==> src/hw/rtl/clod_norm_cell.sv <==
// ----------------------------------------------------------------------------
// clod_norm_cell
// One stage of the leading-zero normaliser: a fixed shift taken or not.
// ----------------------------------------------------------------------------
module clod_norm_cell #(
    parameter int W   = 56,
    parameter int LZW = 6,
    parameter int SH  = 32,
    parameter int SBW = 1
) (
    input  logic           i_clk,
    input  logic           i_rst_n,
    input  logic           i_valid,
    input  logic [W-1:0]   i_val,
    input  logic [LZW-1:0] i_lz,
    input  logic [SBW-1:0] i_side,
    output logic           o_valid,
    output logic [W-1:0]   o_val,
    output logic [LZW-1:0] o_lz,
    output logic [SBW-1:0] o_side
);
    logic w_zero;

    assign w_zero = (i_val[W-1 -: SH] == '0);

    always_ff @(posedge i_clk) begin
        if (!i_rst_n) begin
            o_valid <= 1'b0;
        end else begin
            o_valid <= i_valid;
        end
        o_val  <= w_zero ? (i_val << SH) : i_val;
        o_lz   <= w_zero ? (i_lz + LZW'(SH)) : i_lz;
        o_side <= i_side;
    end

endmodule

==> config.mk <==
export PLATFORM = sky130hd
export DESIGN_NAME = clod_norm_cell
export DESIGN_NICKNAME = d
export VERILOG_FILES = /design/src/hw/rtl/clod_norm_cell.sv
export SDC_FILE = /design/constraint.sdc
export NUM_CORES = 1
export LEC_CHECK = 0
export ABC_AREA = 1
export BUFFER_PORTS_ARGS = -buffer_cell sky130_fd_sc_hd__buf_2
export CORE_MARGIN = 8
export CORE_UTILIZATION = 44
export DETAILED_ROUTE_END_ITERATION = 16
export GPL_TIMING_DRIVEN = 0
export PLACE_DENSITY = 0.84
export SYNTH_ARGS = -nofsm -noshare
export SYNTH_HDL_FRONTEND = slang
export SYNTH_SLANG_ARGS = --single-unit
==> constraint.sdc <==
create_clock -name i_clk -period 2 [get_ports i_clk]
set_input_delay 0.3 -clock i_clk [delete_from_list [all_inputs] [get_ports i_clk]]
set_output_delay 0.3 -clock i_clk [all_outputs]
set_load 0.05 [all_outputs]
==> metrics <==
largest delay contributor family on the critical path=flip-flops; gate count after technology mapping=233; detailed placement HPWL=between 4000 and 5000 microns; endpoints failing setup=0; vias in the first global route=1822; count of different cell masters after synthesis=11; number of diodes added for antenna fixing=0; number of buffers inserted during clock tree synthesis=9; antenna-violating nets left=0; Layout Utilization=66.6%; vias after detailed routing=1783; minimum clock period after layout=1220 ps; total grt overflow=0; Sw Pwr=0.000797 W; top library cells by usage in the layout, fill and taps aside=buf_2, dfxtp_1, nand2_1; clock buffer depth=2; cells along the critical path=buf_2; total of warnings raised by yosys=0; Worst Hold Margin=75.3 ps; synthesized net count=between 200 and 300; leakage power summed over all cells=between 1.5 and 2 nW; number of hold-repair buffers added at the cts stage=0; commonest non-fill, non-tap cell in the layout=buf_2; Max stage delay on crit path=330 ps; Setup Crit Path Kind=reg2out; worst hold path type=in2reg; GPL Wtd Cong=0.781; required time of the worst setup path=~1700 ps; post-route clock period utilization=60.8%; part of the total power dissipated in the clock network=between 30% and 40%; remaining max-slew budget at the tightest pin=82.4%; RSZ-0062 raised after global routing=no; starting density of the core=between 40% and 50%; share of cells above drive strength 1=39.8%; first-pass GRT wire length=approximately 7400 microns; post-CTS sizing=0; max capacitance violation total=0; actual transition at the worst max-transition pin=approximately 270 ps; highest clock rate=0.823 GHz; CTS tree=done; die footprint=between 6000 and 7000 sq um; num rows=24; CTS sink cnt=64; portion of total power attributed to combinational logic=15.3%; Pre-Repair DR Iteration Count=4; Die Wd=82.5 microns; sum of routed wire length over all layers=just over 5000 microns; internal power consumption=0.00213 W; routed vias/inst=4.16; violation count after the first detailed-routing iteration=49; Setup crit end kind=output pin; Critical Path Start=o_val[32]; clock-pin slew of the registers on the worst-case setup and hold paths=70 ps; pin count of the biggest net entering global routing=11; residual DRC count=0; initial antenna violation count=0; DR WL/cell=11.8 microns; CP Launch Type=flip-flop; sum of negative setup slack=0 ps; final max-slew violation count=0; synthesized flop and latch total=64; pwr dens=1020 nW/um^2; root buffer selected by CTS=clkbuf_8; Port Buffer Count=approximately 130; # Post-CTS Setup Buffers=0; Vert. Die Dim=a little over 80 microns; H-Tree Depth=3; crit path DAT=920 ps; power share of the sequential group=46.4%; number of nets in the layout=439; Slowest-stage cell, CP=dfxtp_1; hold_sp=i_side; synthesis-to-layout area growth=47.1%; worst-path fanout max=1; part of the Yosys area used for sequential elements=65.9%; total routing usage reported by global routing=14.7%; synthesized area per cell=between 8 and 9 sq um; floorplan core area=4290 sq um; switching power share of the total=27.3%; count of pins on the block boundary=130; peak supply drop=approximately 0.65 mV; number of hold violations in the final report=0; buffers and inverters on the worst path=1; cell area after synthesis=around 2000 sq um; outcome=complete, no violations
[metal layers]
metal / GRT usage [%] / share of wire [%] / up-vias
met5: 0 / 0 / -
met4: 7.72 / 1.8 / 0
met3: 8.98 / 17 / 11
met2: 25.8 / 50 / 84
met1: 12.7 / 31 / 764
li1: - / - / 924
[layout make-up]
cell class / instances / area (sq um)
clock buffer: 12 / 165
sequential: 64 / 1280
inverter: 50 / 188
clock inverter: 3 / 40.0
fill: 401 / 1430
multi-input combinational: 106 / 403
tap: 52 / 65.1
timing repair buffer: 129 / 646
buffer: 13 / 72.6
[power by group through the flow]
stage	Sequential [W]	Clock, W	Combinational, W
6_report	0.00136	0.00112	0.000447
5_1_grt	0.00136	0.00121	0.000476
4_1_cts	0.00136	0.00115	0.000453
3_5_place_dp	0.00139	0	0.000452
3_3_place_gp	0.00138	0	0.000445
2_1_floorplan	0.00163	0	0.0000512
[sequential cells by signal (all words and copies together), names as in the netlist]
signal,count
o_val,56
o_lz,6
o_valid,1
o_side,1
[per-stage QoR]
step	area (sq um)	setup WS (ps)	total power (W)	cells
after global routing	2860	739	0.00305	429
after CTS	2860	774	0.00296	429
after detailed placement	2660	510	0.00184	414
after global placement	2660	526	0.00183	414
final	2860	785	0.00292	429
after floorplan	1940	839	0.00168	233
[path summary, 6_finish.rpt]
check                 cells past startpoint         to  slack [ps]
worst max-delay path                      1  o_val[32]         780
worst min-delay path                      1     o_side          80
[cells in the mapped netlist]
library cell	n	area (sq um)
dfxtp_1	64	1280
nand2_1	60	225
inv_1	50	188
nor2_1	43	161
clkbuf_1	8	30.0
buf_4	2	15.0
buf_6	2	22.5
buf_2	1	5.00
nand3_1	1	5.00
nor2_2	1	6.26
o21ai_0	1	5.00
[logic make-up after synthesis]
logic type	synth area share (%)
flops	65.9
simple gates	20.5
compound gates	0.257
buf+inv	13.4
Power figures use the tool's default switching activity.
