--- config.mk ---
export PLATFORM = sky130hd
export DESIGN_NAME = clod_log_cell
export DESIGN_NICKNAME = d
export VERILOG_FILES = /design/src/hw/rtl/clod_pkg.sv /design/src/hw/rtl/clod_log_cell.sv
export SDC_FILE = /design/constraint.sdc
export NUM_CORES = 2
export LEC_CHECK = 0
export BUFFER_PORTS_ARGS = -buffer_cell sky130_fd_sc_hd__buf_2
export CAP_MARGIN = 20
export CORE_UTILIZATION = 40
export DETAILED_ROUTE_END_ITERATION = 10
export PLACE_DENSITY_LB_ADDON = 0.2
export SETUP_SLACK_MARGIN = 0.02
export SYNTH_ARGS = -nofsm -noshare
export SYNTH_HDL_FRONTEND = slang
export SYNTH_SLANG_ARGS = --single-unit
export TNS_END_PERCENT = 30
--- constraint.sdc ---
create_clock -name i_clk -period 10.85 [get_ports i_clk]
set_clock_uncertainty 0.2 [all_clocks]
set_input_delay 1.085 -clock i_clk [delete_from_list [all_inputs] [get_ports i_clk]]
set_output_delay 1.085 -clock i_clk [all_outputs]
set_load 0.02 [all_outputs]
--- src/hw/rtl/clod_pkg.sv ---
// ----------------------------------------------------------------------------
// clod_pkg
// Shared constants and types for the chunk LOD distance core.
// ----------------------------------------------------------------------------
package clod_pkg;

    localparam int COORD_BITS_DEF    = 24;
    localparam int LOD_FRAC_BITS_DEF = 8;

    localparam int TD_W    = 9;
    localparam int DMAX_W  = 23;
    localparam int OUT_W   = 16;
    localparam int Q_SHIFT = 30;
    localparam int XW      = 31;

    localparam logic [TD_W-1:0]   TD_RESET   = 9'd8;
    localparam logic [DMAX_W-1:0] DMAX_RESET = 23'd256;

    typedef enum logic [0:0] {
        CFG_TREE_DEPTH = 1'b0,
        CFG_LOD_DMAX   = 1'b1
    } t_cfg_idx;

endpackage

--- src/hw/rtl/clod_log_cell.sv ---
// ----------------------------------------------------------------------------
// clod_log_cell
// One fraction bit of log2 by repeated squaring of a Q1.30 mantissa.
// ----------------------------------------------------------------------------
module clod_log_cell #(
    parameter int FW  = 8,
    parameter int SBW = 7
) (
    input  logic                      i_clk,
    input  logic                      i_rst_n,
    input  logic                      i_valid,
    input  logic [clod_pkg::XW-1:0]   i_x,
    input  logic [FW-1:0]             i_frac,
    input  logic [SBW-1:0]            i_side,
    output logic                      o_valid,
    output logic [clod_pkg::XW-1:0]   o_x,
    output logic [FW-1:0]             o_frac,
    output logic [SBW-1:0]            o_side
);
    import clod_pkg::*;

    logic [2*XW-1:0] w_sq;
    logic [XW:0]     w_y;

    assign w_sq = i_x * i_x;
    assign w_y  = w_sq[Q_SHIFT +: XW+1];

    always_ff @(posedge i_clk) begin
        if (!i_rst_n) begin
            o_valid <= 1'b0;
        end else begin
            o_valid <= i_valid;
        end
        // A square of two or more sets the bit and halves the mantissa.
        o_x    <= w_y[XW] ? w_y[XW:1] : w_y[XW-1:0];
        o_frac <= {i_frac[FW-2:0], w_y[XW]};
        o_side <= i_side;
    end

endmodule

==> summary.md <==
• 931 ps — transition time at the pin with the least slew margin
• 37.9% — headroom to the max-slew limit
• finished clean — outcome
• 5 — Pre-antenna DRT Iters
• 40.5% — initial core utilization
• sky130_fd_sc_hd__fa_1 (53%), sky130_fd_sc_hd__inv_1 (12%), sky130_fd_sc_hd__ha_1 (12%) — biggest area contributors in the synthesized netlist
• 0.0300 mm² — Post-Layout Inst Area
• 47 — register bit count reported by yosys
• 0.0298 mm² — total placed instance area
• 5.29% — fraction of layout cells with a size suffix above 1
• 85.7% — final clock period utilization by the worst path
• 5 — total CTS buffers
• 10,870 ps — required time worst endpoint
• 2 — worst-case clock buffer depth
• 4,107 — net count reported at finish
• 0 ps — setup TNS after final layout
• 9.39 µm² — mean instance size in the synthesized netlist
• 108 MHz — fmax
• 4.86 — Vias per Instance
• 268 µm — height of the die
• sky130_fd_sc_hd__fa_1 — area leader, netlist
• 0 — initial antenna violation count
• sky130_fd_sc_hd__inv_1 — most used standard cell by instance count after synthesis
• 18.1 µm — average routed wire per standard cell
• 35 — largest net degree at the start of global routing
• 0 — final-report setup violation count
• 1 — number of cells on the worst hold path
• 9320 ps — arrival time reported for the critical path endpoint
• 67 — Distinct cells, synth
• 0% — ys async rst share
• 1560 ps — post-route worst setup slack
• false — RSZ-0062 raised after global routing
• 97 — number of core rows
• 52.7% — post-synth top area share
• 0 — quantity of gates resized following cts
• 1240 ps — Worst Setup Slack post-DPL
• 119,000 µm — global-route wire length before repair
• 9290 ps — fin crit period
• 3.32% — part of the Yosys area used for sequential elements
• 0.876 — routability-driven placement congestion ratio
• 4,087 — net count after synthesis
• 0 — number of nets with antenna violations after detailed routing
• 0 — YS warnings
• 268 µm — width of the chip
• 21.3% — global-route usage over all layers
• 0 — DRC violation count after routing
• 32 — highest net fanout along the worst path
• sky130_fd_sc_hd__clkbuf_16 — clk root buf
• 60 ps — register clock-pin slew on the reported worst setup and hold paths
• in2reg — class of the worst hold path
• 0.0701 mm² — area of the core
• 856 — violation count after the first detailed-route iteration
• 0.0720 mm² — die area
• 22,300 — number of global-route vias before repair
• 0 — max capacitance violation total
• 96 — I/O pins
• 0 — number of pins exceeding their max-slew limit in the final report
• 0 — final hold viol count
• 61,300 µm — total half-perimeter wirelength after legalization and detailed placement
• 0 — Post-CTS Setup Inserts
• 72,000 µm — final wirelength
• 3,022 — gate count of the mapped netlist
• 0 — count of flip-flops with a built-in enable after synthesis
• 0.0284 mm² — summed instance area of the synthesized netlist
• o_side[5]$_DFF_P_ — worst hold path endpoint
• 7,011 — fill cell instance count of the final layout
• 0 — number of hold buffers added after CTS
• i_x[4] — origin of the worst setup path
• done — TritonCTS clock tree
• 5.57% — Area Overhead vs Synth
• 2 — number of H-tree levels
• sky130_fd_sc_hd__inv_1 (912), sky130_fd_sc_hd__fa_1 (747), sky130_fd_sc_hd__nand2_1 (309), sky130_fd_sc_hd__ha_1 (269), sky130_fd_sc_hd__and2_1 (190) — most numerous cell types in the synthesized netlist
• i_side[5] — startpoint of the most critical hold path
• in2reg — worst setup path class
• sky130_fd_sc_hd__dfxtp_1 — Main synth FF type
• 0 — total gr overflow
• 47 — clock sink total
• 19,400 — vias post-DR
• input pin — startpoint kind of the worst setup timing path
• flop — endpoint class of the critical path
• 94 — port buffer count
==> layer usage <==
metal	up-vias	GRT usage, %	share of wire [%]
li1	8814	-	-
met1	10100	27.1	41
met2	396	38.4	52
met3	92	2.24	3.8
met4	0	5.41	2.9
met5	-	0	0
==> final cells by class <==
| type | count | area [µm²] | area share (%) |
|---|---|---|---|
| Clock inverter | 3 | 22.5 | 0.0752 |
| Clock buffer | 5 | 125 | 0.418 |
| Antenna cell | 2 | 5.00 | 0.0167 |
| Tap cell | 940 | 1180 | 3.93 |
| Inverter | 913 | 3430 | 11.4 |
| Multi-Input combinational cell | 1950 | 23600 | 78.6 |
| Timing Repair Buffer | 125 | 703 | 2.35 |
| Sequential cell | 47 | 941 | 3.14 |
==> layout by cell type, fill, tap and decap left out, types with 6 or more instances in the layout <==
master,synthesis,final
sky130_fd_sc_hd__buf_4,0,31
sky130_fd_sc_hd__o21a_1,6,6
sky130_fd_sc_hd__nor2b_1,8,8
sky130_fd_sc_hd__inv_1,912,912
sky130_fd_sc_hd__a211oi_1,6,6
sky130_fd_sc_hd__xnor2_1,28,28
sky130_fd_sc_hd__and3_1,9,9
sky130_fd_sc_hd__fa_1,747,747
sky130_fd_sc_hd__o21bai_1,9,9
sky130_fd_sc_hd__nor3_1,11,11
sky130_fd_sc_hd__a21o_1,19,19
sky130_fd_sc_hd__dfxtp_1,47,47
sky130_fd_sc_hd__buf_2,1,94
sky130_fd_sc_hd__mux2i_1,27,27
sky130_fd_sc_hd__and2_1,190,190
sky130_fd_sc_hd__nand3_1,11,11
sky130_fd_sc_hd__a21oi_1,73,73
sky130_fd_sc_hd__xor2_1,27,27
sky130_fd_sc_hd__nor2_1,63,63
sky130_fd_sc_hd__nand4_1,19,19
sky130_fd_sc_hd__o21ai_0,34,34
sky130_fd_sc_hd__nand2_1,309,309
sky130_fd_sc_hd__ha_1,269,269
sky130_fd_sc_hd__or2_2,7,7
==> through the flow <==
stage               std cells  hold slack, ps  utilization (%)
floorplan                3022             913                -
global placement         3975             987             42.5
detailed placement       3975             989             42.5
CTS                      3983             676             42.7
global route             3983             675             42.7
finish                   3985             689             42.7
==> kinds of logic (layout without fill, tap and decap cells) <==
family	Yosys count	count (layout)	share of synthesized area, %
adder cells (fa/ha/maj)	1016	1016	64.6
multiplexers	34	34	1.27
other	0	2	0
AND/OR/NAND/NOR	645	645	10.9
buffers and inverters	1025	1046	13.7
flip-flops	47	47	3.32
XOR/XNOR	55	55	1.70
AO/OA/AOI/OAI	200	200	4.59
==> worst max path at each step <==
| stage | end | depth (start not counted) | slack [ps] |
|---|---|---|---|
| after floorplan | o_x[22]$_DFF_P_ | 28 | 2380 |
| after global placement | o_x[0]$_DFF_P_ | 22 | 1300 |
| after detailed placement | o_x[13]$_DFF_P_ | 23 | 1240 |
| after CTS | o_x[13]$_DFF_P_ | 23 | 1520 |
| after global routing | o_x[12]$_DFF_P_ | 27 | 1170 |
| final | o_x[13]$_DFF_P_ | 23 | 1560 |
==> registers in the layout, summed over array words and instances (netlist names) <==
signal / flops
o_side: 7
o_valid: 1
o_frac: 8
o_x: 31
==> critical path: stages <==
cell                        delay, ps
sky130_fd_sc_hd__buf_2            700
sky130_fd_sc_hd__nand2_1          240
sky130_fd_sc_hd__inv_1            140
sky130_fd_sc_hd__fa_1             460
sky130_fd_sc_hd__fa_1             510
sky130_fd_sc_hd__fa_1             520
sky130_fd_sc_hd__inv_1             50
sky130_fd_sc_hd__fa_1             480
sky130_fd_sc_hd__inv_1             50
sky130_fd_sc_hd__fa_1             480
sky130_fd_sc_hd__fa_1             510
sky130_fd_sc_hd__fa_1             550
sky130_fd_sc_hd__fa_1             440
sky130_fd_sc_hd__ha_1             440
sky130_fd_sc_hd__nand4_1          170
sky130_fd_sc_hd__or2_1            270
sky130_fd_sc_hd__a311o_1          340
sky130_fd_sc_hd__a2111oi_4        500
sky130_fd_sc_hd__o211ai_2         220
sky130_fd_sc_hd__nand3_1          180
sky130_fd_sc_hd__nor2b_4          510
sky130_fd_sc_hd__buf_4            260
sky130_fd_sc_hd__mux2i_1          190
Power is not shown: default switching activity piles up to over one toggle a cycle in this logic, so the estimate is an artifact.
