<file path="src/hw/rtl/clod_pkg.sv">
// ----------------------------------------------------------------------------
// clod_pkg
// Shared constants and types for the chunk LOD distance core.
// ----------------------------------------------------------------------------
package clod_pkg;

    localparam int COORD_BITS_DEF    = 24;
    localparam int LOD_FRAC_BITS_DEF = 8;

    localparam int TD_W    = 9;
    localparam int DMAX_W  = 23;
    localparam int OUT_W   = 16;
    localparam int Q_SHIFT = 30;
    localparam int XW      = 31;

    localparam logic [TD_W-1:0]   TD_RESET   = 9'd8;
    localparam logic [DMAX_W-1:0] DMAX_RESET = 23'd256;

    typedef enum logic [0:0] {
        CFG_TREE_DEPTH = 1'b0,
        CFG_LOD_DMAX   = 1'b1
    } t_cfg_idx;

endpackage

</file>
<file path="src/hw/rtl/clod_div_cell.sv">
// ----------------------------------------------------------------------------
// clod_div_cell
// One restoring division step: shifts in a dividend bit, yields a quotient bit.
// ----------------------------------------------------------------------------
module clod_div_cell #(
    parameter int DW = 56
) (
    input  logic                          i_clk,
    input  logic                          i_rst_n,
    input  logic                          i_valid,
    input  logic [clod_pkg::DMAX_W-1:0]   i_den,
    input  logic [clod_pkg::DMAX_W-1:0]   i_rem,
    input  logic [DW-1:0]                 i_nq,
    output logic                          o_valid,
    output logic [clod_pkg::DMAX_W-1:0]   o_rem,
    output logic [DW-1:0]                 o_nq
);
    import clod_pkg::*;

    logic [DMAX_W:0]   w_t;
    logic [DMAX_W-1:0] n_rem;
    logic              w_bit;

    always_comb begin
        w_t   = {i_rem, i_nq[DW-1]};
        w_bit = (w_t >= {1'b0, i_den});
        if (w_bit) begin
            n_rem = DMAX_W'(w_t - {1'b0, i_den});
        end else begin
            n_rem = w_t[DMAX_W-1:0];
        end
    end

    // Dividend bits leave at the top while quotient bits enter at the bottom.
    always_ff @(posedge i_clk) begin
        if (!i_rst_n) begin
            o_valid <= 1'b0;
        end else begin
            o_valid <= i_valid;
        end
        o_rem <= n_rem;
        o_nq  <= {i_nq[DW-2:0], w_bit};
    end

endmodule

</file>
<file path="config.mk">
export PLATFORM = sky130hd
export DESIGN_NAME = clod_div_cell
export DESIGN_NICKNAME = d
export VERILOG_FILES = /design/src/hw/rtl/clod_pkg.sv /design/src/hw/rtl/clod_div_cell.sv
export SDC_FILE = /design/constraint.sdc
export NUM_CORES = 1
export LEC_CHECK = 0
export ABC_CLOCK_PERIOD_IN_PS = 3260
export BUFFER_PORTS_ARGS = -buffer_cell sky130_fd_sc_hd__buf_2
export CORE_ASPECT_RATIO = 0.9
export CORE_MARGIN = 3
export CORE_UTILIZATION = 44
export DETAILED_ROUTE_END_ITERATION = 10
export PLACE_DENSITY_LB_ADDON = 0.15
export SLEW_MARGIN = 20
export SYNTH_ARGS = -nofsm -noshare
export SYNTH_HDL_FRONTEND = slang
export SYNTH_SLANG_ARGS = --single-unit
export TNS_END_PERCENT = 1
</file>
<file path="constraint.sdc">
create_clock -name i_clk -period 3.26 [get_ports i_clk]
set_input_delay 0.163 -clock i_clk [delete_from_list [all_inputs] [get_ports i_clk]]
set_output_delay 0.163 -clock i_clk [all_outputs]
set_load 0.1 [all_outputs]
</file>
==> out/results.md, run 1 <==
### Finish
• **Area growth, synth to finish** 55.8%
• **most common cell after layout, fill and taps aside** buf_2
• **Antenna diodes** 0
• **fraction of the core area covered by cells at the end of the flow** 71.7%
• **FILL cells** 507
• **leading cell types in the layout, fill and taps excluded** buf_2 (184), dfxtp_1 (80), dlygate4sd3_1 (56), inv_1 (29), ha_1 (23)
• **final net count** 696
• **share of final-layout standard cells stronger than drive strength 1** 39.0%

### Timing
• **maximum frequency from static timing analysis** 0.412 GHz
• **RSZ-0062 raised after global routing** no
• **Slew @ Worst Pin** 770 ps
• **crit share post-route** 74.5%
• **Slew Limit Fails** 0
• **Fin Setup TNS** 0 ps
• **final hold violation count** 0
• **final number of setup-violating endpoints** 0
• **shortest period the worst path allows** 2430 ps
• **Slew Limit Headroom** 48.3%

### CTS
• **TritonCTS clock tree** yes
• **number of buffers added by the clock tree synthesis step** 9
• **clock transition at the registers of the reported paths** 90 ps
• **sinks on the clock net** 80
• **clock root buffer** clkbuf_8
• **count of cells resized by post-cts repair** 0
• **H-tree depth** 3
• **worst-case clock buffer depth** 2

### Yosys
• **Synth cell types** 47
• **Post-Syn Nets** 446
• **commonest register cell after synthesis** dfxtp_1
• **register area share after synthesis** 48.7%
• **share of async-settable or async-resettable flops after synthesis** 0%
• **number of flops mapped to enable cells by yosys** 0
• **Mapped Avg Cell Area** 10.4 µm²
• **number of storage elements in the synthesis netlist** 80
• **synthesized cell area** 3290 µm²
• **Yosys Warn Count** 0
• **synthesized instance count** 317

### Global route
• **number of global-route vias before repair** 3301
• **total routing resource utilization after global routing** 25.6%
• **antenna violations before repair** 1
• **pin count of the biggest net entering global routing** 17
• **wire length of the first global-routing pass** 17.3 mm
• **aggregate global routing overflow** 0

### Floorplan
• **ports placed on the boundary** 185
• **die span in y** 88.0 µm
• **Core Area** 7150 µm²
• **initial core utilization** 46.0%
• **DIE WIDTH** 97.1 µm
• **floorplan die area** 8550 µm²
• **FP Rows** 29

### Drt
• **mean number of vias per cell** 4.89
• **Pre-Repair DR Iteration Count** 4
• **via count** 3251
• **Residual DRC** 0
• **final wirelength** 11.0 mm
• **average wire per standard cell** 16.6 µm
• **antenna violation net count after detailed routing** 0
• **number of violations reported at the end of detailed-routing iteration 0** 70

### Flow run
• **total of max-cap violations** 0

### Status
• **status** completed

### Pwr
• **areal power density over the cells** 641 nW/µm²
• **switching power of the nets** 1.43 mW
• **reported leakage power** 2.61 nW
• **part of the total power dissipated in the clock network** 26.0%
• **power share of the sequential group** 33.6%
• **Internal** 1.85 mW
• **Net Sw Frac** 43.6%
• **worst vdd rail ir drop** 0.353 mV
• **part of the power in combinational logic** 40.5%

### Placed design
• **weighted congestion reported at the end of routability-driven placement** 0.881
• **# port buffers** 184
• **hpwl dp** 7.50 mm

### Setup path
• **required time worst endpoint** 3490 ps
• **path type of the worst setup path** in -> reg
• **worst-path maximum fanout** 12
• **slowest CP cell** fa_1
• **chain of cells forming the critical path** buf_2, inv_1, ha_1, fa_1, and2b_1, o21bai_1, a311o_1, a21o_4, a31oi_4, nor2_4, buf_12, mux2_4
• **stage delay of the slowest cell on the critical path** 400 ps
• **Data arrival, critical path** 2660 ps
• **Critical Path End Type** flip-flop
• **startpoint type of the worst setup path** input pin

### Worst hold path
• **Hold WC Path Type** in -> reg

sequential cells by signal, summed over array words and instances (netlist names):
signal and cells:
o_rem 23, o_nq 56, o_valid 1
cell usage after synthesis, types with 2 or more instances:
library cell	n	area, µm²
dfxtp_1	80	1600
o21a_1	2	15.0
nand4_1	4	25.0
a311o_1	2	20.0
nor2b_1	3	18.8
nand3_1	12	60.1
a21oi_1	17	85.1
ha_1	23	288
and3_1	2	12.5
and2_1	2	12.5
a21o_1	10	75.1
o31ai_1	2	15.0
nor4b_1	2	17.5
a31oi_1	8	50.1
inv_1	29	109
xnor2_1	12	105
o2bb2ai_1	2	17.5
mux2_4	10	150
xor2_1	5	43.8
nor2_1	15	56.3
nor3_1	3	15.0
mux2_2	4	45.0
o21bai_1	4	30.0
or3_1	3	18.8
o21ai_1	2	10.0
o21ai_0	16	80.1
clkbuf_1	2	7.51
mux2i_1	4	40.0
nand2_1	19	71.3
critical path: cells and delay by family:
| family | cells | cell delay [ps] |
|---|---|---|
| adders and majority gates | 2 | 590 |
| muxes | 1 | 290 |
| buffers and inverters | 3 | 300 |
| AOI/OAI and AO/OA | 4 | 940 |
| and+or+nand+nor | 2 | 360 |
routing by layer:
metal	part of all wire, %	track usage (%)
met3	7.4	7.09
met4	2.6	8.67
met1	41	30.6
met5	0.12	0
met2	48	45.1
metrics by stage:
stage	setup slack, ps	instances	total power [mW]	hold WS [ps]	cell area, µm²
finish	832	665	3.28	24.5	5120
global route	723	665	3.40	37.2	5120
CTS	853	665	3.30	0.663	5120
detailed placement	487	593	2.39	267	4330
global placement	535	593	2.38	266	4330
floorplan	783	317	2.15	191	3290
timing repair:
| item | CTS | global route |
|---|---|---|
| buffers inserted | 0 | 0 |
| endpoints found under the hold margin | 56 | 0 |
| hold buffers | 56 | 0 |
final timing paths:
kind / from / endpoint / depth (start not counted)
max: i_nq[55] / o_rem[18]$_DFF_P_ / 12
min: i_rst_n / o_valid$_SDFF_PN0_ / 2
layout make-up:
| cell class | instances | area (µm²) | area share [%] |
|---|---|---|---|
| clock buffer | 9 | 124 | 2.42 |
| clock inverter | 7 | 110 | 2.15 |
| inverter | 29 | 109 | 2.13 |
| multi-input combinational | 204 | 1550 | 30.2 |
| sequential | 80 | 1600 | 31.3 |
| tap | 93 | 116 | 2.27 |
| timing repair buffer | 243 | 1520 | 29.6 |
cells by family (layout without fill, tap and decap cells):
logic type                 Yosys count  count (layout)  share of synthesized area, %
DFF                                 80              80                          48.7
AOI/OAI and AO/OA                   77              77                          15.8
and+or+nand+nor                     68              68                          10.1
buffers and inverters               33             288                          4.30
adders and majority gates           24              24                          9.36
muxes                               18              18                          7.15
xor gates and xnor gates            17              17                          4.53
power groups by stage:
stage               registers [mW]  clock network, mW  logic, mW
detailed placement            1.12                  0       1.27
CTS                           1.10              0.874       1.32
floorplan                     1.85                  0      0.304
finish                        1.10              0.852       1.33
global placement              1.12                  0       1.26
global route                  1.11              0.899       1.39
Note: power is estimated with default switching activity, not from simulation.
==> run 2, diff against run 1 <==
ABC_AREA = 1   (was default)
ABC_CLOCK_PERIOD_IN_PS = 2200   (was 3260)
CORE_UTILIZATION = 42   (was 44)
clock period = 2.2 ns   (was 3.26 ns; I/O delays follow)
==> run 2 against run 1 <==
Against the previous run:
- critical path type unchanged
- area after synthesis grew 17%
- worst hold slack lost 8.3 ps
- critical endpoint is now o_rem[12]$_DFF_P_
- combinational power grew 47%
- sequential share of layout area shrank 3.2 points
- clock-buffer cell count grew 1
- wire length grew 14%
- non-clock buffer count grew 4
==> out/results.md, run 2 <==
### Status
• **status** completed

### CTS
• **clock root buffer** clkbuf_8
• **worst-case clock buffer depth** 2, unchanged
• **H-tree depth** 3, unchanged
• **clock transition at the registers of the reported paths** 90 ps, about the same
• **sinks on the clock net** 80, unchanged
• **number of buffers added by the clock tree synthesis step** 9, unchanged
• **TritonCTS clock tree** yes

### Setup path
• **path type of the worst setup path** in -> reg
• **Critical Path End Type** flip-flop
• **worst-path maximum fanout** 10, -2
• **Data arrival, critical path** 2250 ps, -410 ps
• **startpoint type of the worst setup path** input pin
• **required time worst endpoint** 2430 ps, -1060 ps

### Floorplan
• **Core Area** 8730 µm², +22%
• **FP Rows** 32, +10%
• **ports placed on the boundary** 185, unchanged
• **floorplan die area** 10300 µm², +21%
• **die span in y** 96.7 µm, +9.8%
• **initial core utilization** 43.9%, -2.1 points
• **DIE WIDTH** 107 µm, +9.9%

### Drt
• **mean number of vias per cell** 4.48, -8.4%
• **antenna violation net count after detailed routing** 0, unchanged
• **number of violations reported at the end of detailed-routing iteration 0** 163, +130%
• **Residual DRC** 0, unchanged
• **Pre-Repair DR Iteration Count** 5, +1
• **average wire per standard cell** 13.9 µm, -16%
• **via count** 4049, +25%
• **final wirelength** 12.6 mm, +14%

### Timing
• **RSZ-0062 raised after global routing** no
• **final hold violation count** 0, unchanged
• **Slew Limit Headroom** 65.0%, +17 points
• **maximum frequency from static timing analysis** 0.496 GHz
• **slack of the critical path** 185 ps, -647 ps
• **Slew @ Worst Pin** 528 ps, -242 ps
• **crit share post-route** 91.6%
• **final number of setup-violating endpoints** 0, unchanged
• **Slew Limit Fails** 0, unchanged
• **shortest period the worst path allows** 2020 ps
• **Fin Setup TNS** 0 ps, unchanged

### Finish
• **register name with the most flops** o_nq
• **most common cell after layout, fill and taps aside** buf_2
• **final net count** 909, +31%
• **number of flip-flops in the largest register** 56, unchanged
• **leading cell types in the layout, fill and taps excluded** buf_2 (184), nand2_1 (178), inv_1 (114), dfxtp_1 (80), dlygate4sd3_1 (59)
• **fraction of the core area covered by cells at the end of the flow** 65.4%, -6.3 points
• **FILL cells** 811, +60%
• **share of final-layout standard cells stronger than drive strength 1** 29.8%, -9.2 points
• **Top Registers** o_nq: 56 flops, o_rem: 23 flops, o_valid: 1 flops
• **Antenna diodes** 0, unchanged
• **Area growth, synth to finish** 48.8%

### Global route
• **aggregate global routing overflow** 0, unchanged
• **number of global-route vias before repair** 4114, +25%
• **wire length of the first global-routing pass** 20.7 mm, +20%
• **antenna violations before repair** 0, -1
• **total routing resource utilization after global routing** 24.8%, -0.85 points
• **pin count of the biggest net entering global routing** 21, +4

### Placed design
• **# port buffers** 184, unchanged
• **weighted congestion reported at the end of routability-driven placement** 0.871, -1.1%
• **hpwl dp** 8.92 mm, +19%
• **Setup WS pre-CTS** 190 ps, -296 ps

### Yosys
• **biggest area consumer among synthesized cells** dfxtp_1
• **number of flops mapped to enable cells by yosys** 0, unchanged
• **commonest register cell after synthesis** dfxtp_1
• **register area share after synthesis** 41.8%, -6.9 points
• **Commonest cells post-synth** nand2_1 (178), inv_1 (114), dfxtp_1 (80), nor2_1 (26), ha_1 (23)
• **Yosys Warn Count** 0, unchanged
• **cell types with the largest area share after synthesis** dfxtp_1 (42%), nand2_1 (17%), inv_1 (11%)
• **post-synth top area share** 41.8%, -6.9 points
• **share of async-settable or async-resettable flops after synthesis** 0%, unchanged
• **synthesized instance count** 528, +67%
• **Post-Syn Nets** 657, +47%
• **synthesized cell area** 3830 µm², +17%
• **most frequently used cell type in the post-synthesis netlist** nand2_1
• **number of storage elements in the synthesis netlist** 80, unchanged
• **Synth cell types** 28, -40%
• **Mapped Avg Cell Area** 7.26 µm², -30%

### Pwr
• **Internal** 2.67 mW, +44%
• **areal power density over the cells** 836 nW/µm², +31%
• **part of the power in combinational logic** 40.8%, +0.3 points
• **reported leakage power** 3.28 nW, +26%
• **Net Sw Frac** 44.0%, +0.47 points
• **worst vdd rail ir drop** 0.353 mV, -0.13%
• **switching power of the nets** 2.10 mW, +47%
• **part of the total power dissipated in the clock network** 25.3%, -0.7 points
• **power share of the sequential group** 34.0%, +0.4 points

### Worst hold path
• **Hold EP** o_rem[21]$_DFF_P_
• **source of the worst hold timing path** i_rem[20]
• **worst hold stages** 3, +1
• **Hold WC Path Type** in -> reg

### Flow run
• **total of max-cap violations** 0, unchanged

## run 2: cell type report
class | count | area (µm²) | share of cell area [%]
Sequential cell | 80 | 1600 | 28.1
Clock inverter | 6 | 92.6 | 1.62
Clock buffer | 10 | 128 | 2.24
Inverter | 116 | 435 | 7.63
Timing Repair Buffer | 247 | 1550 | 27.2
Tap cell | 119 | 149 | 2.61
Multi-Input combinational cell | 326 | 1750 | 30.6
## run 2: power by group through the flow
stage          sequential [mW]  clock (mW)  combinational (mW)
2_1_floorplan             2.67           0               0.480
3_3_place_gp              1.65           0                1.84
3_5_place_dp              1.65           0                1.85
4_1_cts                   1.62        1.22                1.94
5_1_grt                   1.63        1.29                2.07
6_report                  1.62        1.20                1.95
## run 2: worst max-delay path, cell delays in order
cell           delay (ps)
dlygate4sd3_1         550
buf_2                 130
ha_1                  350
nand2_1               140
nor2_1                 70
nand2_1               100
inv_1                  70
nand2_1               120
nand4_4               210
buf_4                 260
nand2_1                70
o21ai_1                60
## run 2: kinds of logic (layout without fill, tap and decap cells)
family / after synthesis / in the layout / share of synthesized area [%]
XOR/XNOR: 9 / 9 / 2.06
AND/OR/NAND/NOR: 270 / 270 / 31.7
AO/OA/AOI/OAI: 23 / 23 / 3.69
buffers and inverters: 122 / 379 / 12.8
flip-flops: 80 / 80 / 41.8
adder cells (fa/ha/maj): 24 / 24 / 8.03
## run 2: timing repair
item / CTS / global route
endpoints found under the setup margin: 0 / 2
setup buffers: 0 / 0
hold buffers: 59 / 0
endpoints found under the hold margin: 58 / 0
resized for setup: 0 / 1
## run 2: worst max-delay path by stage
| stage | startpoint | endpoint | depth (start not counted) |
|---|---|---|---|
| 3_3_place_gp | i_nq[55] | o_rem[10]$_DFF_P_ | 14 |
| 6_report | i_rem[15] | o_rem[12]$_DFF_P_ | 12 |
| 3_5_place_dp | i_den[0] | o_rem[12]$_DFF_P_ | 13 |
| 4_1_cts | i_rem[15] | o_rem[19]$_DFF_P_ | 11 |
| 5_1_grt | i_rem[15] | o_rem[11]$_DFF_P_ | 12 |
| 2_1_floorplan | i_nq[55] | o_rem[17]$_DFF_P_ | 13 |
## run 2: per-stage QoR
| stage | hold slack, ps | std cells | power (mW) | area, µm² |
|---|---|---|---|---|
| finish | 16.2 | 904 | 4.77 | 5710 |
| global route | 7.72 | 904 | 4.99 | 5710 |
| CTS | 0.566 | 904 | 4.78 | 5700 |
| detailed placement | 214 | 829 | 3.50 | 4890 |
| global placement | 213 | 829 | 3.49 | 4890 |
| floorplan | 138 | 528 | 3.15 | 3830 |
## run 2: routing by layer
layer / share of wire, % / wire length (µm) / GRT usage [%]
met3: 7.2 / 904 / 6.94
met5: 0 / 0 / 0
met1: 42 / 5260 / 29.0
met2: 48 / 6060 / 43.5
met4: 2.6 / 324 / 7.87
==> run 3, diff against run 2 <==
ABC_CLOCK_PERIOD_IN_PS = 2110   (was 2200)
CORE_UTILIZATION = 46   (was 42)
clock period = 2.11 ns   (was 2.2 ns; I/O delays follow)
==> run 3 against run 2 <==
Against the previous run:
- flip-flop and latch count is the same
- wire length grew 2.8%
- global-route usage increased by 2.4 points
- critical path type unchanged
- sequential share of layout area is 0.092 points lower
- clock-buffer cell count is the same
- combinational power rose by 5%
- non-clock buffer count grew 5
- first-iteration DRC count shrank 6.1%
- worst hold slack got worse by 9.0 ps
==> out/results.md, run 3 (synthesized netlist as in run 2, its figures left out) <==
### Status
• **status** completed

### Setup path
• **startpoint type of the worst setup path** input pin
• **Critical Path End Type** flip-flop
• **worst-path maximum fanout** 11, +1
• **Data arrival, critical path** 2200 ps, -50 ps
• **Critical Path Sink** o_rem[11]$_DFF_P_
• **path type of the worst setup path** in -> reg
• **Crit. Startpoint** i_rem[17]
• **required time worst endpoint** 2360 ps, -70 ps

### Floorplan
• **floorplan die area** 9470 µm², -8.2%
• **DIE WIDTH** 102 µm, -4.2%
• **ports placed on the boundary** 185, unchanged
• **initial core utilization** 49.1%, +5.2 points
• **Core Area** 7810 µm², -11%
• **die span in y** 92.6 µm, -4.2%
• **FP Rows** 30, -6.3%

### CTS
• **Setup Fix Bufs, Post-CTS** 0, unchanged
• **number of buffers added by the clock tree synthesis step** 9, unchanged
• **TritonCTS clock tree** yes
• **sinks on the clock net** 80, unchanged
• **clock transition at the registers of the reported paths** 90 ps, about the same
• **worst-case clock buffer depth** 2, unchanged
• **H-tree depth** 3, unchanged
• **clock root buffer** clkbuf_8

### Pwr
• **switching power of the nets** 2.24 mW, +6.8%
• **reported leakage power** 3.31 nW, +0.87%
• **Net Sw Frac** 45.2%, +1.2 points
• **part of the total power dissipated in the clock network** 24.9%, -0.4 points
• **power share of the sequential group** 34.1%, about the same
• **part of the power in combinational logic** 41.1%, +0.3 points
• **Internal** 2.72 mW, +1.7%
• **worst vdd rail ir drop** 0.491 mV, +39%
• **areal power density over the cells** 866 nW/µm², +3.6%

### Placed design
• **weighted congestion reported at the end of routability-driven placement** 0.905, +3.8%
• **hpwl dp** 8.57 mm, -3.9%
• **# port buffers** 184, unchanged

### Drt
• **number of violations reported at the end of detailed-routing iteration 0** 153, -6.1%
• **antenna violation net count after detailed routing** 0, unchanged
• **mean number of vias per cell** 4.67, +4.3%
• **final wirelength** 12.9 mm, +2.8%
• **Pre-Repair DR Iteration Count** 4, -1
• **Residual DRC** 0, unchanged
• **average wire per standard cell** 14.5 µm, +4.6%
• **via count** 4149, +2.5%

### Finish
• **share of final-layout standard cells stronger than drive strength 1** 29.7%, -0.062 points
• **leading cell types in the layout, fill and taps excluded** buf_2 (184), nand2_1 (178), inv_1 (114), dfxtp_1 (80), dlygate4sd3_1 (64)
• **most common cell after layout, fill and taps aside** buf_2
• **Top Registers** o_nq: 56 flops, o_rem: 23 flops, o_valid: 1 flops
• **register name with the most flops** o_nq
• **number of flip-flops in the largest register** 56, unchanged
• **Area growth, synth to finish** 49.3%
• **FILL cells** 646, -20%
• **final net count** 914, +0.55%

### Timing
• **Slew @ Worst Pin** 538 ps, +9.20 ps
• **Slew Limit Fails** 0, unchanged
• **RSZ-0062 raised after global routing** no
• **maximum frequency from static timing analysis** 0.513 GHz
• **worst hold-check slack** 7.17 ps, -9.02 ps
• **shortest period the worst path allows** 1950 ps
• **final number of setup-violating endpoints** 0, unchanged
• **crit share post-route** 92.4%
• **Slew Limit Headroom** 64.4%, -0.61 points
• **final hold violation count** 0, unchanged
• **Fin Setup TNS** 0 ps, unchanged

### Flow run
• **total of max-cap violations** 0, unchanged

### Global route
• **aggregate global routing overflow** 0, unchanged
• **number of global-route vias before repair** 4185, +1.7%
• **antenna violations before repair** 2, +2
• **total routing resource utilization after global routing** 27.2%, +2.4 points
• **wire length of the first global-routing pass** 20.1 mm, -3.0%
• **pin count of the biggest net entering global routing** 37, +76%

### Worst hold path
• **Hold WC Path Type** in -> reg

## run 3: cell types whose count changed in the layout (fill, tap and decap cells not counted), moves of 2 or more
| cell | change |
|---|---|
| diode_2 | +2 |
| dlygate4sd3_1 | +5 |
| clkinvlp_4 | -2 |
| inv_6 | +2 |
## run 3: final cells by class
class	count	area [µm²]	share of cell area (%)
diodes	2	5.00	0.0874
clock buffers	10	138	2.40
clock inverters	6	72.6	1.27
inverters	116	435	7.61
multi-input cells	326	1750	30.5
flip-flops and latches	80	1600	28.0
well taps	96	120	2.10
repair buffers	252	1600	28.0
## run 3: how the worst min path moves through the flow
stage,start,end,slack [ps],cells past startpoint
3_5_place_dp,i_nq[52],o_nq[53]$_DFF_P_,210,1
2_1_floorplan,i_nq[9],o_nq[10]$_DFF_P_,130,0
3_3_place_gp,i_nq[13],o_nq[14]$_DFF_P_,210,1
6_report,i_rem[8],o_rem[9]$_DFF_P_,7,3
4_1_cts,i_rem[15],o_rem[16]$_DFF_P_,0.3,3
5_1_grt,i_rem[15],o_rem[16]$_DFF_P_,8,3
## run 3: stage by stage
stage                     power [mW]  worst slack (ps)  std cells  util, %  cell area [µm²]
after floorplan                 3.29               457        528        -             3830
after global placement          3.63               265        806     62.3             4860
after detailed placement        3.65               168        806     62.3             4860
after CTS                       4.96               165        886     73.2             5720
after global routing            5.17              23.8        888     73.3             5720
final                           4.96               160        888     73.3             5720
## run 3: repair_timing
item,CTS,global route
gates resized for setup,0,1
endpoints found under the hold margin,63,0
endpoints found under the setup margin,0,2
hold buffers,64,0
## run 3: power by group through the flow
| stage | clock network, mW | logic, mW | registers [mW] |
|---|---|---|---|
| after floorplan | 0 | 0.500 | 2.79 |
| after global placement | 0 | 1.91 | 1.72 |
| after detailed placement | 0 | 1.93 | 1.72 |
| after CTS | 1.25 | 2.03 | 1.68 |
| after global routing | 1.31 | 2.16 | 1.70 |
| final | 1.23 | 2.04 | 1.69 |
## run 3: worst max-delay path, stage by stage
cell and delay (ps):
dlygate4sd3_1 530, buf_2 130, ha_1 360, nand2_1 130
nor2_1 170, nand2_1 110, inv_1 100, nand2_1 100
and2_1 150, buf_4 180, nand4_1 80, nand2_1 60
## run 3: metal layers
layer  global-route usage, %  wire [µm]
met3                    6.85        951
met1                    30.4       5140
met2                    48.4       6450
met4                    11.0        357
met5                       0          0
